### src/design/stl_pkg.sv
`timescale 1ns / 1ps
`default_nettype none
package stl_pkg;

    typedef enum logic [5:0] {
        K_IDENT, K_NUM, K_RANGE, K_DOT, K_CADD, K_ADD, K_CSUB, K_ARROW, K_SUB,
        K_EXP, K_CMUL, K_MUL, K_CDIV, K_DIV, K_CMOD, K_MOD, K_CLSH, K_LE,
        K_LSH, K_LT, K_CRSH, K_GE, K_RSH, K_GT, K_AND, K_CBAND, K_BAND, K_OR,
        K_CBOR, K_BOR, K_CBXOR, K_BXOR, K_CBNOT, K_BNOT, K_NEQ, K_BANG, K_EQ,
        K_ASSIGN, K_LPAREN, K_RPAREN, K_LBRACK, K_RBRACK, K_LBRACE, K_RBRACE,
        K_SEMI, K_COLON, K_COMMA, K_HASH, K_DOLLAR, K_AT,
        K_STRING, K_COMMENT, K_WS, K_ERROR, K_END
    } kind_t;

    localparam logic [7:0] CH_NUL   = 8'h00;
    localparam logic [7:0] CH_NL    = 8'h0A;
    localparam logic [7:0] CH_QUOTE = 8'h22;
    localparam logic [7:0] CH_QMARK = 8'h3F;
    localparam logic [7:0] CH_DOT   = 8'h2E;
    localparam logic [7:0] CH_EQ    = 8'h3D;
    localparam logic [7:0] CH_LT    = 8'h3C;
    localparam logic [7:0] CH_GT    = 8'h3E;

    typedef struct packed {
        kind_t        kind;
        logic [15:0]  length;
        logic [19:0]  line;
        logic [15:0]  column;
        logic [31:0]  offset;
        logic         last;
    } result_t;

    typedef struct packed {
        logic [1:0] count;
        result_t    r0;
        result_t    r1;
    } push_t;

    function automatic logic is_dig(input logic [7:0] c);
        return c inside {["0":"9"]};
    endfunction

    function automatic logic is_alp(input logic [7:0] c);
        return c inside {["a":"z"], ["A":"Z"]};
    endfunction

    function automatic logic is_idc(input logic [7:0] c);
        return is_alp(c) || is_dig(c) || (c == "_");
    endfunction

    function automatic logic is_wsp(input logic [7:0] c);
        return c inside {" ", [8'd9:8'd13]};
    endfunction

    function automatic logic is_op(input logic [7:0] c);
        return c inside {".", "+", "-", "*", "/", "%", "<", ">", "&", "|", "^", "!", "=",
                         "~"};
    endfunction

    function automatic kind_t op_single(input logic [7:0] c);
        kind_t k;
        case (c)
            ".":     k = K_DOT;
            "+":     k = K_ADD;
            "-":     k = K_SUB;
            "*":     k = K_MUL;
            "/":     k = K_DIV;
            "%":     k = K_MOD;
            "<":     k = K_LT;
            ">":     k = K_GT;
            "&":     k = K_BAND;
            "|":     k = K_BOR;
            "^":     k = K_BXOR;
            "!":     k = K_BANG;
            "=":     k = K_ASSIGN;
            default: k = K_BNOT;
        endcase
        return k;
    endfunction

    // {hit, kind} for a two-character operator
    function automatic logic [6:0] op_pair(input logic [7:0] f, input logic [7:0] c);
        logic  hit;
        kind_t k;
        hit = 1'b1;
        k   = K_DOT;
        case (f)
            ".":     if (c == ".") k = K_RANGE; else hit = 1'b0;
            "+":     if (c == "=") k = K_CADD; else hit = 1'b0;
            "-":     if (c == "=") k = K_CSUB; else if (c == ">") k = K_ARROW;
                     else hit = 1'b0;
            "*":     if (c == "*") k = K_EXP; else if (c == "=") k = K_CMUL;
                     else hit = 1'b0;
            "/":     if (c == "=") k = K_CDIV; else hit = 1'b0;
            "%":     if (c == "=") k = K_CMOD; else hit = 1'b0;
            "<":     if (c == "=") k = K_LE; else hit = 1'b0;
            ">":     if (c == "=") k = K_GE; else hit = 1'b0;
            "&":     if (c == "&") k = K_AND; else if (c == "=") k = K_CBAND;
                     else hit = 1'b0;
            "|":     if (c == "|") k = K_OR; else if (c == "=") k = K_CBOR;
                     else hit = 1'b0;
            "^":     if (c == "=") k = K_CBXOR; else hit = 1'b0;
            "~":     if (c == "=") k = K_CBNOT; else hit = 1'b0;
            "!":     if (c == "=") k = K_NEQ; else hit = 1'b0;
            "=":     if (c == "=") k = K_EQ; else hit = 1'b0;
            default: hit = 1'b0;
        endcase
        return {hit, k};
    endfunction

    function automatic logic [6:0] punct(input logic [7:0] c);
        logic  hit;
        kind_t k;
        hit = 1'b1;
        case (c)
            "(":     k = K_LPAREN;
            ")":     k = K_RPAREN;
            "[":     k = K_LBRACK;
            "]":     k = K_RBRACK;
            "{":     k = K_LBRACE;
            "}":     k = K_RBRACE;
            ";":     k = K_SEMI;
            ":":     k = K_COLON;
            ",":     k = K_COMMA;
            "#":     k = K_HASH;
            "$":     k = K_DOLLAR;
            "@":     k = K_AT;
            default:
            begin
                hit = 1'b0;
                k   = K_LPAREN;
            end
        endcase
        return {hit, k};
    endfunction

endpackage
`default_nettype wire

### src/design/stl_if.sv
`timescale 1ns / 1ps
`default_nettype none
interface stl_char_if;
    logic       valid;
    logic       ready;
    logic [7:0] char_in;
    modport source (output valid, output char_in, input ready);
    modport sink (input valid, input char_in, output ready);
endinterface

interface stl_token_if;
    logic        valid;
    logic        ready;
    logic [5:0]  token_kind;
    logic [15:0] token_length;
    logic [19:0] token_line;
    logic [15:0] token_column;
    logic [31:0] token_offset;
    logic        last_result;
    modport source (output valid, output token_kind, output token_length, output token_line,
                    output token_column, output token_offset, output last_result,
                    input ready);
    modport sink (input valid, input token_kind, input token_length, input token_line,
                  input token_column, input token_offset, input last_result,
                  output ready);
endinterface
`default_nettype wire

### src/design/stl_core.sv
`timescale 1ns / 1ps
`default_nettype none
module stl_core
    import stl_pkg::*;
#(
    parameter int LB = 16,
    parameter int NB = 20
) (
    input  wire logic       clk,
    input  wire logic       rst_n,
    input  wire logic       accept,
    input  wire logic [7:0] char_in,
    output push_t           push
);

    typedef enum logic [11:0] {
        M_IDLE    = 12'b000000000001,
        M_IDENT   = 12'b000000000010,
        M_INT     = 12'b000000000100,
        M_INTDOT  = 12'b000000001000,
        M_FRAC    = 12'b000000010000,
        M_WS      = 12'b000000100000,
        M_COMMENT = 12'b000001000000,
        M_STR     = 12'b000010000000,
        M_STRWS   = 12'b000100000000,
        M_ERR     = 12'b001000000000,
        M_SHIFT   = 12'b010000000000,
        M_OP      = 12'b100000000000
    } mode_t;

    localparam logic [LB-1:0] LEN_MAX = {LB{1'b1}};
    localparam logic [NB-1:0] LN_MAX  = {NB{1'b1}};
    localparam logic [LB-1:0] LEN_ONE = LB'(1);

    mode_t          mode_reg, mode_next;
    logic [7:0]     first_reg, first_next;
    logic [LB-1:0]  len_reg, len_next, serr_reg, serr_next;
    logic [NB-1:0]  sline_reg, sline_next, cline_reg, cline_next;
    logic [LB-1:0]  scol_reg, scol_next, ccol_reg, ccol_next;
    logic [31:0]    soff_reg, soff_next, coff_reg, coff_next;

    function automatic logic [LB-1:0] inc_len(input logic [LB-1:0] x);
        return (x == LEN_MAX) ? x : x + LEN_ONE;
    endfunction

    function automatic result_t mk(input kind_t k, input logic [LB-1:0] len,
                                   input logic [NB-1:0] ln, input logic [LB-1:0] col,
                                   input logic [31:0] off);
        result_t r;
        r.kind   = k;
        r.length = 16'(32'(len));
        r.line   = 20'(32'(ln));
        r.column = 16'(32'(col));
        r.offset = off;
        r.last   = 1'b0;
        return r;
    endfunction

    always_comb
    begin
        logic       restart;
        logic       e0_v, e1_v;
        result_t    e0, e1, ef;
        logic [6:0] pr, pu;
        logic       f_emit;

        restart    = 1'b0;
        e0_v       = 1'b0;
        e1_v       = 1'b0;
        e0         = mk(K_END, '0, sline_reg, scol_reg, soff_reg);
        e1         = e0;
        ef         = e0;
        f_emit     = 1'b0;
        mode_next  = mode_reg;
        first_next = first_reg;
        len_next   = len_reg;
        serr_next  = serr_reg;
        sline_next = sline_reg;
        scol_next  = scol_reg;
        soff_next  = soff_reg;
        pr         = op_pair(first_reg, char_in);
        pu         = punct(char_in);

        case (mode_reg)
            M_IDLE: restart = 1'b1;
            M_IDENT, M_INT, M_FRAC, M_WS:
            begin
                if ((mode_reg == M_IDENT) ? is_idc(char_in) :
                    (mode_reg == M_WS) ? is_wsp(char_in) : is_dig(char_in))
                begin
                    len_next = inc_len(len_reg);
                end
                else if (mode_reg == M_INT && char_in == CH_DOT)
                begin
                    mode_next = M_INTDOT;
                end
                else
                begin
                    e0_v    = 1'b1;
                    e0      = mk((mode_reg == M_IDENT) ? K_IDENT :
                                 (mode_reg == M_WS) ? K_WS : K_NUM,
                                 len_reg, sline_reg, scol_reg, soff_reg);
                    restart = 1'b1;
                end
            end
            M_INTDOT:
            begin
                if (char_in == CH_DOT)
                begin
                    e0_v      = 1'b1;
                    e0        = mk(K_NUM, len_reg, sline_reg, scol_reg, soff_reg);
                    e1_v      = 1'b1;
                    e1        = mk(K_RANGE, LB'(2), cline_reg, ccol_reg - LEN_ONE,
                                   coff_reg - 32'd1);
                    mode_next = M_IDLE;
                end
                else if (is_dig(char_in))
                begin
                    len_next  = inc_len(inc_len(len_reg));
                    mode_next = M_FRAC;
                end
                else
                begin
                    e0_v    = 1'b1;
                    e0      = mk(K_NUM, inc_len(len_reg), sline_reg, scol_reg, soff_reg);
                    restart = 1'b1;
                end
            end
            M_COMMENT, M_ERR:
            begin
                if ((mode_reg == M_COMMENT) ? (char_in == CH_NL || char_in == CH_NUL) :
                    (is_wsp(char_in) || char_in == CH_NUL))
                begin
                    e0_v    = 1'b1;
                    e0      = mk((mode_reg == M_COMMENT) ? K_COMMENT : K_ERROR,
                                 len_reg, sline_reg, scol_reg, soff_reg);
                    restart = 1'b1;
                end
                else
                begin
                    len_next = inc_len(len_reg);
                end
            end
            M_STR, M_STRWS:
            begin
                if (char_in == CH_QUOTE)
                begin
                    e0_v      = 1'b1;
                    e0        = mk(K_STRING, len_reg, sline_reg, scol_reg, soff_reg);
                    mode_next = M_IDLE;
                end
                else if (char_in == CH_NUL)
                begin
                    e0_v    = 1'b1;
                    e0      = mk(K_ERROR, serr_reg, sline_reg, inc_len(scol_reg),
                                 (soff_reg == 32'hFFFF_FFFF) ? soff_reg : soff_reg + 32'd1);
                    restart = 1'b1;
                end
                else
                begin
                    len_next = inc_len(len_reg);
                    if (mode_reg == M_STR)
                    begin
                        if (is_wsp(char_in))
                            mode_next = M_STRWS;
                        else
                            serr_next = inc_len(serr_reg);
                    end
                end
            end
            M_SHIFT:
            begin
                e0_v = 1'b1;
                if (char_in == CH_EQ)
                begin
                    e0        = mk((first_reg == CH_LT) ? K_CLSH : K_CRSH, LB'(3),
                                   sline_reg, scol_reg, soff_reg);
                    mode_next = M_IDLE;
                end
                else
                begin
                    e0      = mk((first_reg == CH_LT) ? K_LSH : K_RSH, LB'(2),
                                 sline_reg, scol_reg, soff_reg);
                    restart = 1'b1;
                end
            end
            M_OP:
            begin
                if ((first_reg == CH_LT || first_reg == CH_GT) && char_in == first_reg)
                begin
                    mode_next = M_SHIFT;
                    len_next  = LB'(2);
                end
                else if (pr[6])
                begin
                    e0_v      = 1'b1;
                    e0        = mk(kind_t'(pr[5:0]), LB'(2), sline_reg, scol_reg, soff_reg);
                    mode_next = M_IDLE;
                end
                else
                begin
                    e0_v    = 1'b1;
                    e0      = mk(op_single(first_reg), LEN_ONE, sline_reg, scol_reg,
                                 soff_reg);
                    restart = 1'b1;
                end
            end
            default: restart = 1'b1;
        endcase

        if (restart)
        begin
            sline_next = cline_reg;
            scol_next  = ccol_reg;
            soff_next  = coff_reg;
            len_next   = LEN_ONE;
            f_emit     = 1'b0;
            ef         = mk(kind_t'(pu[5:0]), LEN_ONE, cline_reg, ccol_reg, coff_reg);
            mode_next  = M_IDLE;
            if (is_alp(char_in))
                mode_next = M_IDENT;
            else if (is_dig(char_in))
                mode_next = M_INT;
            else if (is_op(char_in))
            begin
                mode_next  = M_OP;
                first_next = char_in;
            end
            else if (is_wsp(char_in))
                mode_next = M_WS;
            else if (pu[6])
                f_emit = 1'b1;
            else if (char_in == CH_QUOTE)
            begin
                mode_next = M_STR;
                len_next  = '0;
                serr_next = '0;
            end
            else if (char_in == CH_QMARK)
                mode_next = M_COMMENT;
            else if (char_in == CH_NUL)
            begin
                f_emit = 1'b1;
                ef     = mk(K_END, '0, cline_reg, ccol_reg, coff_reg);
            end
            else
                mode_next = M_ERR;
            if (f_emit)
            begin
                if (e0_v)
                begin
                    e1_v = 1'b1;
                    e1   = ef;
                end
                else
                begin
                    e0_v = 1'b1;
                    e0   = ef;
                end
            end
        end

        if (e1_v)
            e1.last = 1'b1;
        else
            e0.last = 1'b1;

        push.r0    = e0;
        push.r1    = e1;
        push.count = accept ? ({1'b0, e0_v} + {1'b0, e1_v}) : 2'd0;

        coff_next = (coff_reg == 32'hFFFF_FFFF) ? coff_reg : coff_reg + 32'd1;
        if (char_in == CH_NL)
        begin
            cline_next = (cline_reg == LN_MAX) ? cline_reg : cline_reg + NB'(1);
            ccol_next  = LEN_ONE;
        end
        else
        begin
            cline_next = cline_reg;
            ccol_next  = inc_len(ccol_reg);
        end
    end

    always_ff @(posedge clk or negedge rst_n)
    begin
        if (!rst_n)
        begin
            mode_reg  <= M_IDLE;
            first_reg <= '0;
            len_reg   <= '0;
            serr_reg  <= '0;
            sline_reg <= NB'(1);
            scol_reg  <= LEN_ONE;
            soff_reg  <= '0;
            cline_reg <= NB'(1);
            ccol_reg  <= LEN_ONE;
            coff_reg  <= '0;
        end
        else if (accept)
        begin
            mode_reg  <= mode_next;
            first_reg <= first_next;
            len_reg   <= len_next;
            serr_reg  <= serr_next;
            sline_reg <= sline_next;
            scol_reg  <= scol_next;
            soff_reg  <= soff_next;
            cline_reg <= cline_next;
            ccol_reg  <= ccol_next;
            coff_reg  <= coff_next;
        end
    end

endmodule
`default_nettype wire

### src/design/stl_outq.sv
`timescale 1ns / 1ps
`default_nettype none
module stl_outq
    import stl_pkg::*;
(
    input  wire logic   clk,
    input  wire logic   rst_n,
    input  push_t       push,
    output logic        room,
    stl_token_if.source tok
);

    result_t    mem [4];
    logic [1:0] head_reg, head_next, tail_reg, tail_next;
    logic [2:0] count_reg, count_next;
    logic       pop;
    result_t    hd;

    assign hd               = mem[head_reg];
    assign tok.valid        = (count_reg != 3'd0);
    assign tok.token_kind   = hd.kind;
    assign tok.token_length = hd.length;
    assign tok.token_line   = hd.line;
    assign tok.token_column = hd.column;
    assign tok.token_offset = hd.offset;
    assign tok.last_result  = hd.last;
    assign pop              = tok.valid && tok.ready;
    assign room             = (count_reg <= 3'd2);
    assign head_next        = head_reg + {1'b0, pop};
    assign tail_next        = tail_reg + push.count;
    assign count_next       = count_reg + {1'b0, push.count} - {2'b0, pop};

    always_ff @(posedge clk)
    begin
        if (push.count != 2'd0)
            mem[tail_reg] <= push.r0;
        if (push.count == 2'd2)
            mem[tail_reg + 2'd1] <= push.r1;
    end

    always_ff @(posedge clk or negedge rst_n)
    begin
        if (!rst_n)
        begin
            head_reg  <= '0;
            tail_reg  <= '0;
            count_reg <= '0;
        end
        else
        begin
            head_reg  <= head_next;
            tail_reg  <= tail_next;
            count_reg <= count_next;
        end
    end

endmodule
`default_nettype wire

### src/design/source_token_lexer.sv
`timescale 1ns / 1ps
`default_nettype none
// Streaming source lexer: one text byte per request on char_ch, finished tokens on
// token_ch, up to two per byte, last_result marking the final one for a byte. Each
// byte is classified combinationally against the pending-token state; results go into a
// four-entry output queue, so a byte is taken every cycle while the queue holds two
// or fewer results. Sustained rate is one byte per cycle when bytes give at most one
// token each and the sink is always ready; a byte giving two tokens fills the queue faster.
module source_token_lexer
    import stl_pkg::*;
#(
    parameter int LENGTH_BITS = 16,
    parameter int LINE_BITS   = 20
) (
    input  wire logic   clk,
    input  wire logic   rst_n,
    stl_char_if.sink    char_ch,
    stl_token_if.source token_ch
);

    push_t push;
    logic  room;
    logic  accept;

    assign char_ch.ready = room;
    assign accept        = char_ch.valid && room;

    stl_core #(
        .LB (LENGTH_BITS),
        .NB (LINE_BITS)
    ) u_core (
        .clk     (clk),
        .rst_n   (rst_n),
        .accept  (accept),
        .char_in (char_ch.char_in),
        .push    (push)
    );

    stl_outq u_outq (
        .clk   (clk),
        .rst_n (rst_n),
        .push  (push),
        .room  (room),
        .tok   (token_ch)
    );

endmodule
`default_nettype wire

### src/flat_wrapper.sv
// flat-port wrapper written by rule: the top's interface ports become plain ports
module source_token_lexer_flat import stl_pkg::*;
#(
    parameter int LENGTH_BITS = 16,
    parameter int LINE_BITS   = 20
)
  (clk, rst_n, char_ch_valid, char_ch_char_in, char_ch_ready, token_ch_valid, token_ch_token_kind, token_ch_token_length, token_ch_token_line, token_ch_token_column, token_ch_token_offset, token_ch_last_result, token_ch_ready);
  stl_char_if char_ch_i ();
  stl_token_if token_ch_i ();
  input  wire logic clk;
  input  wire logic rst_n;
  input wire logic [$bits(char_ch_i.valid)-1:0] char_ch_valid;
  input wire logic [$bits(char_ch_i.char_in)-1:0] char_ch_char_in;
  output wire logic [$bits(char_ch_i.ready)-1:0] char_ch_ready;
  output wire logic [$bits(token_ch_i.valid)-1:0] token_ch_valid;
  output wire logic [$bits(token_ch_i.token_kind)-1:0] token_ch_token_kind;
  output wire logic [$bits(token_ch_i.token_length)-1:0] token_ch_token_length;
  output wire logic [$bits(token_ch_i.token_line)-1:0] token_ch_token_line;
  output wire logic [$bits(token_ch_i.token_column)-1:0] token_ch_token_column;
  output wire logic [$bits(token_ch_i.token_offset)-1:0] token_ch_token_offset;
  output wire logic [$bits(token_ch_i.last_result)-1:0] token_ch_last_result;
  input wire logic [$bits(token_ch_i.ready)-1:0] token_ch_ready;
  assign char_ch_i.valid = char_ch_valid;
  assign char_ch_i.char_in = char_ch_char_in;
  assign char_ch_ready = char_ch_i.ready;
  assign token_ch_valid = token_ch_i.valid;
  assign token_ch_token_kind = token_ch_i.token_kind;
  assign token_ch_token_length = token_ch_i.token_length;
  assign token_ch_token_line = token_ch_i.token_line;
  assign token_ch_token_column = token_ch_i.token_column;
  assign token_ch_token_offset = token_ch_i.token_offset;
  assign token_ch_last_result = token_ch_i.last_result;
  assign token_ch_i.ready = token_ch_ready;
  source_token_lexer #(.LENGTH_BITS(LENGTH_BITS), .LINE_BITS(LINE_BITS)) u_core (.clk(clk), .rst_n(rst_n), .char_ch(char_ch_i), .token_ch(token_ch_i));
endmodule
### config.mk
export PLATFORM = sky130hd
export DESIGN_NAME = source_token_lexer_flat
export DESIGN_NICKNAME = d
export VERILOG_FILES = /design/src/design/stl_pkg.sv /design/src/design/stl_if.sv /design/src/design/stl_core.sv /design/src/design/stl_outq.sv /design/src/design/source_token_lexer.sv /design/src/flat_wrapper.sv
export SDC_FILE = /design/constraint.sdc
export NUM_CORES = 1
export LEC_CHECK = 0
export BUFFER_PORTS_ARGS = -buffer_cell sky130_fd_sc_hd__clkbuf_2
export CAP_MARGIN = 0
export CORE_MARGIN = 2
export CORE_UTILIZATION = 30
export CTS_BUF_LIST = sky130_fd_sc_hd__clkbuf_8 sky130_fd_sc_hd__clkbuf_16
export DETAILED_ROUTE_END_ITERATION = 6
export PLACE_DENSITY = 0.44
export SLEW_MARGIN = 20
export SYNTH_ARGS = -nofsm -noshare
export SYNTH_HDL_FRONTEND = slang
export SYNTH_SLANG_ARGS = --single-unit
export TNS_END_PERCENT = 20
### constraint.sdc
create_clock -name clk -period 6.98 [get_ports clk]
set_input_delay 0.698 -clock clk [delete_from_list [all_inputs] [get_ports clk]]
set_output_delay 0.698 -clock clk [all_outputs]
set_load 0.01 [all_outputs]
==> results.yml <==
outcome:
  outcome: "completed"
detailed_routing:
  drtAntennaViolNets: 0
  drt_iter0_markers: 2637
  route.detailed.drc: 0
  drt_pre_antenna_iters: 6
  via_per_inst: 5.80
  routedWlPerCell_um: 25.7
  vias: 25600
  routed_wl_um: 114000
sta:
  slew_headroom_pct: 29.9
  fin_crit_ps: 5780
  report.final.slew_viol_count: 0
  max_freq_mhz: 173
  setup_viol: 0
  fin_crit_sh_pct: 82.8
  rsz0062_at_grt: "no"
  finalClockSkew_ps: 45.0
  hold_viol_final: 0
  tns_ps: 0
  holdWs_ps: 59.8
  tightest_slew_ps: 1050
logic_synthesis:
  yosysSeqAreaShare_pct: 49.2
  mappedNetlistArea_mm2: 0.0310
  syn_nets: 3033
  synth.avg_cell_area_um2: 10.3
  synth_cells: 3004
  ys_seq_elements: 559
  yosys_warnings: 0
  async_flop_share_pct: 34.9
  ys_types: 93
  synth_ff_type: "edfxtp_1"
  synth-edff-count: 308
power_and_ir_drop:
  combPwrFrac_pct: 32.3
  pwr-share-clk_pct: 31.0
  power_switching_uw: 4310
  swShare_pct: 37.1
  vdd_ir_drop_max_uv: 186
  p_leak_uw: 0.0123
  powerDensity_mw_per_mm2: 329
  seq_power_share_pct: 36.7
  p_int_uw: 7300
global_route:
  overflow: 0
  antenna_found_initial: 2
  track_usage_pct: 21.0
  grt_max_degree: 143
  grt_pass1_vias: 24900
  grt_pass1_wl_um: 169000
hold_path:
  min_path_type: "in2async"
critical_path:
  critPathCaptureType: "flip-flop"
  crit_arrival_ps: 6010
  critPathLaunchType: "flip-flop"
  ff2ff_path_depth: 16
  r2r_slack_ps: 1200
  crit_required_ps: 7220
  cp_max_fo: 71
  reg2reg_from: "u_core.u_core.first_reg[4]"
  reg2reg_to: "u_core.u_outq.mem[1][17]"
  worstSetupPathType: "reg2reg"
  startpoint: "u_core.u_core.first_reg[4]"
clock_network:
  tritoncts: "yes"
  worstSkewPairLatency_ps: 640
  cts-root-buf: "clkbuf_16"
  hold_buffers: 0
  cts_made_buffers: 69
  cts.path.max_buffers: 3
  clk_pin_slew_ps: 50
  h-tree-depth: 3
  post_cts_buffers: 0
  clock_sinks: 559
  cts_resized: 0
placed_design:
  io_buffer_count: 104
  dp_hpwl_um: 73400
  gp_congestion: 0.897
die:
  rows: 117
  die_h_um: 326
  core_mm2: 0.102
  design.die.area_mm2: 0.106
  start_util_pct: 30.4
  die_w_um: 326
  pin_count: 105
final_layout:
  area_delta_synth_final_pct: 14.0
  drive_gt1_share_pct: 16.4
  diodes: 0
  layout_commonest_cell: "edfxtp_1"
  largest_register_ffs: 364
  fin_nets: 3028
  final_cell_mix: "308 x edfxtp_1, 306 x nand2_1, 230 x nor2_1"
job:
  max_cap_violations: 0
[layer usage]
metal / track usage (%) / share of wire, % / vias to the layer above
li1: - / - / 11400
met5: 0 / 0.024 / -
met4: 5.35 / 1.9 / 4
met2: 33.4 / 46 / 981
met1: 29.8 / 45 / 13100
met3: 3.29 / 6.7 / 144
[worst max-delay path by stage]
stage,depth (start not counted),slack (ps),end
CTS,16,1170,u_core.u_outq.mem[1][17]
global placement,16,840,u_core.u_outq.mem[1][27]
floorplan,19,180,u_core.u_outq.mem[0][0]
global route,16,690,u_core.u_outq.mem[1][17]
detailed placement,16,710,u_core.u_outq.mem[1][28]
finish,16,1200,u_core.u_outq.mem[1][17]
[kinds of logic after synthesis]
group	count (synthesis)	share of synthesized area (%)
AOI/OAI and AO/OA	809	17.4
xor gates and xnor gates	127	3.59
adders and majority gates	17	0.710
buffers and inverters	303	3.91
DFF	559	49.2
muxes	157	8.92
and+or+nand+nor	1032	16.3
[worst max-delay path, stage by stage, from the launching register on]
cell and delay (ps):
dfrtp_1 540, or4b_2 790, nor3_1 450, nand4b_1 210, a22oi_1 280, nor4_1 150, buf_4 190, nor3_4 190
nor2_2 70, nor2_2 180, inv_1 80, ha_1 480, o21ai_1 240, nor2_1 640, nor2_1 180, clkinvlp_4 220
buf_12 470
[through the flow]
stage               setup slack (ps)  cell area, µm²  util [%]  power [µW]  cells
floorplan                        176           31000         -        6520   3004
global placement                 837           33100      32.4        8070   4295
detailed placement               707           33100      32.4        8100   4295
CTS                             1170           35300      34.6       11700   4421
global route                     694           35300      34.6       12200   4422
finish                          1200           35300      34.6       11600   4422
[power groups by stage]
stage	combinational [µW]	sequential, µW	clock [µW]
6_report	3750	4270	3600
5_1_grt	4020	4320	3820
3_5_place_dp	3720	4370	0
3_3_place_gp	3710	4360	0
4_1_cts	3740	4310	3690
2_1_floorplan	2550	3970	0
[synthesized netlist by cell type (all sizes together) (87+ instances only)]
master / instances / area [µm²]
nand3: 107 / 536
nand2: 309 / 1160
a21oi: 129 / 694
xnor2: 87 / 762
edfxtp: 308 / 9250
a22o: 111 / 972
nor2: 236 / 896
clkbuf: 185 / 694
o21ai: 171 / 860
o22ai: 226 / 1410
dfrtp: 190 / 4750
mux4: 91 / 2050
[area by class of cell]
class / count / area (µm²)
flip-flops and latches: 559 / 15300
repair buffers: 183 / 1260
inverters: 44 / 176
well taps: 1368 / 1710
clock buffers: 77 / 1890
multi-input cells: 2142 / 14700
clock inverters: 49 / 375
fillers: 10400 / 66800
No activity file was read; power rests on OpenSTA's default activity.
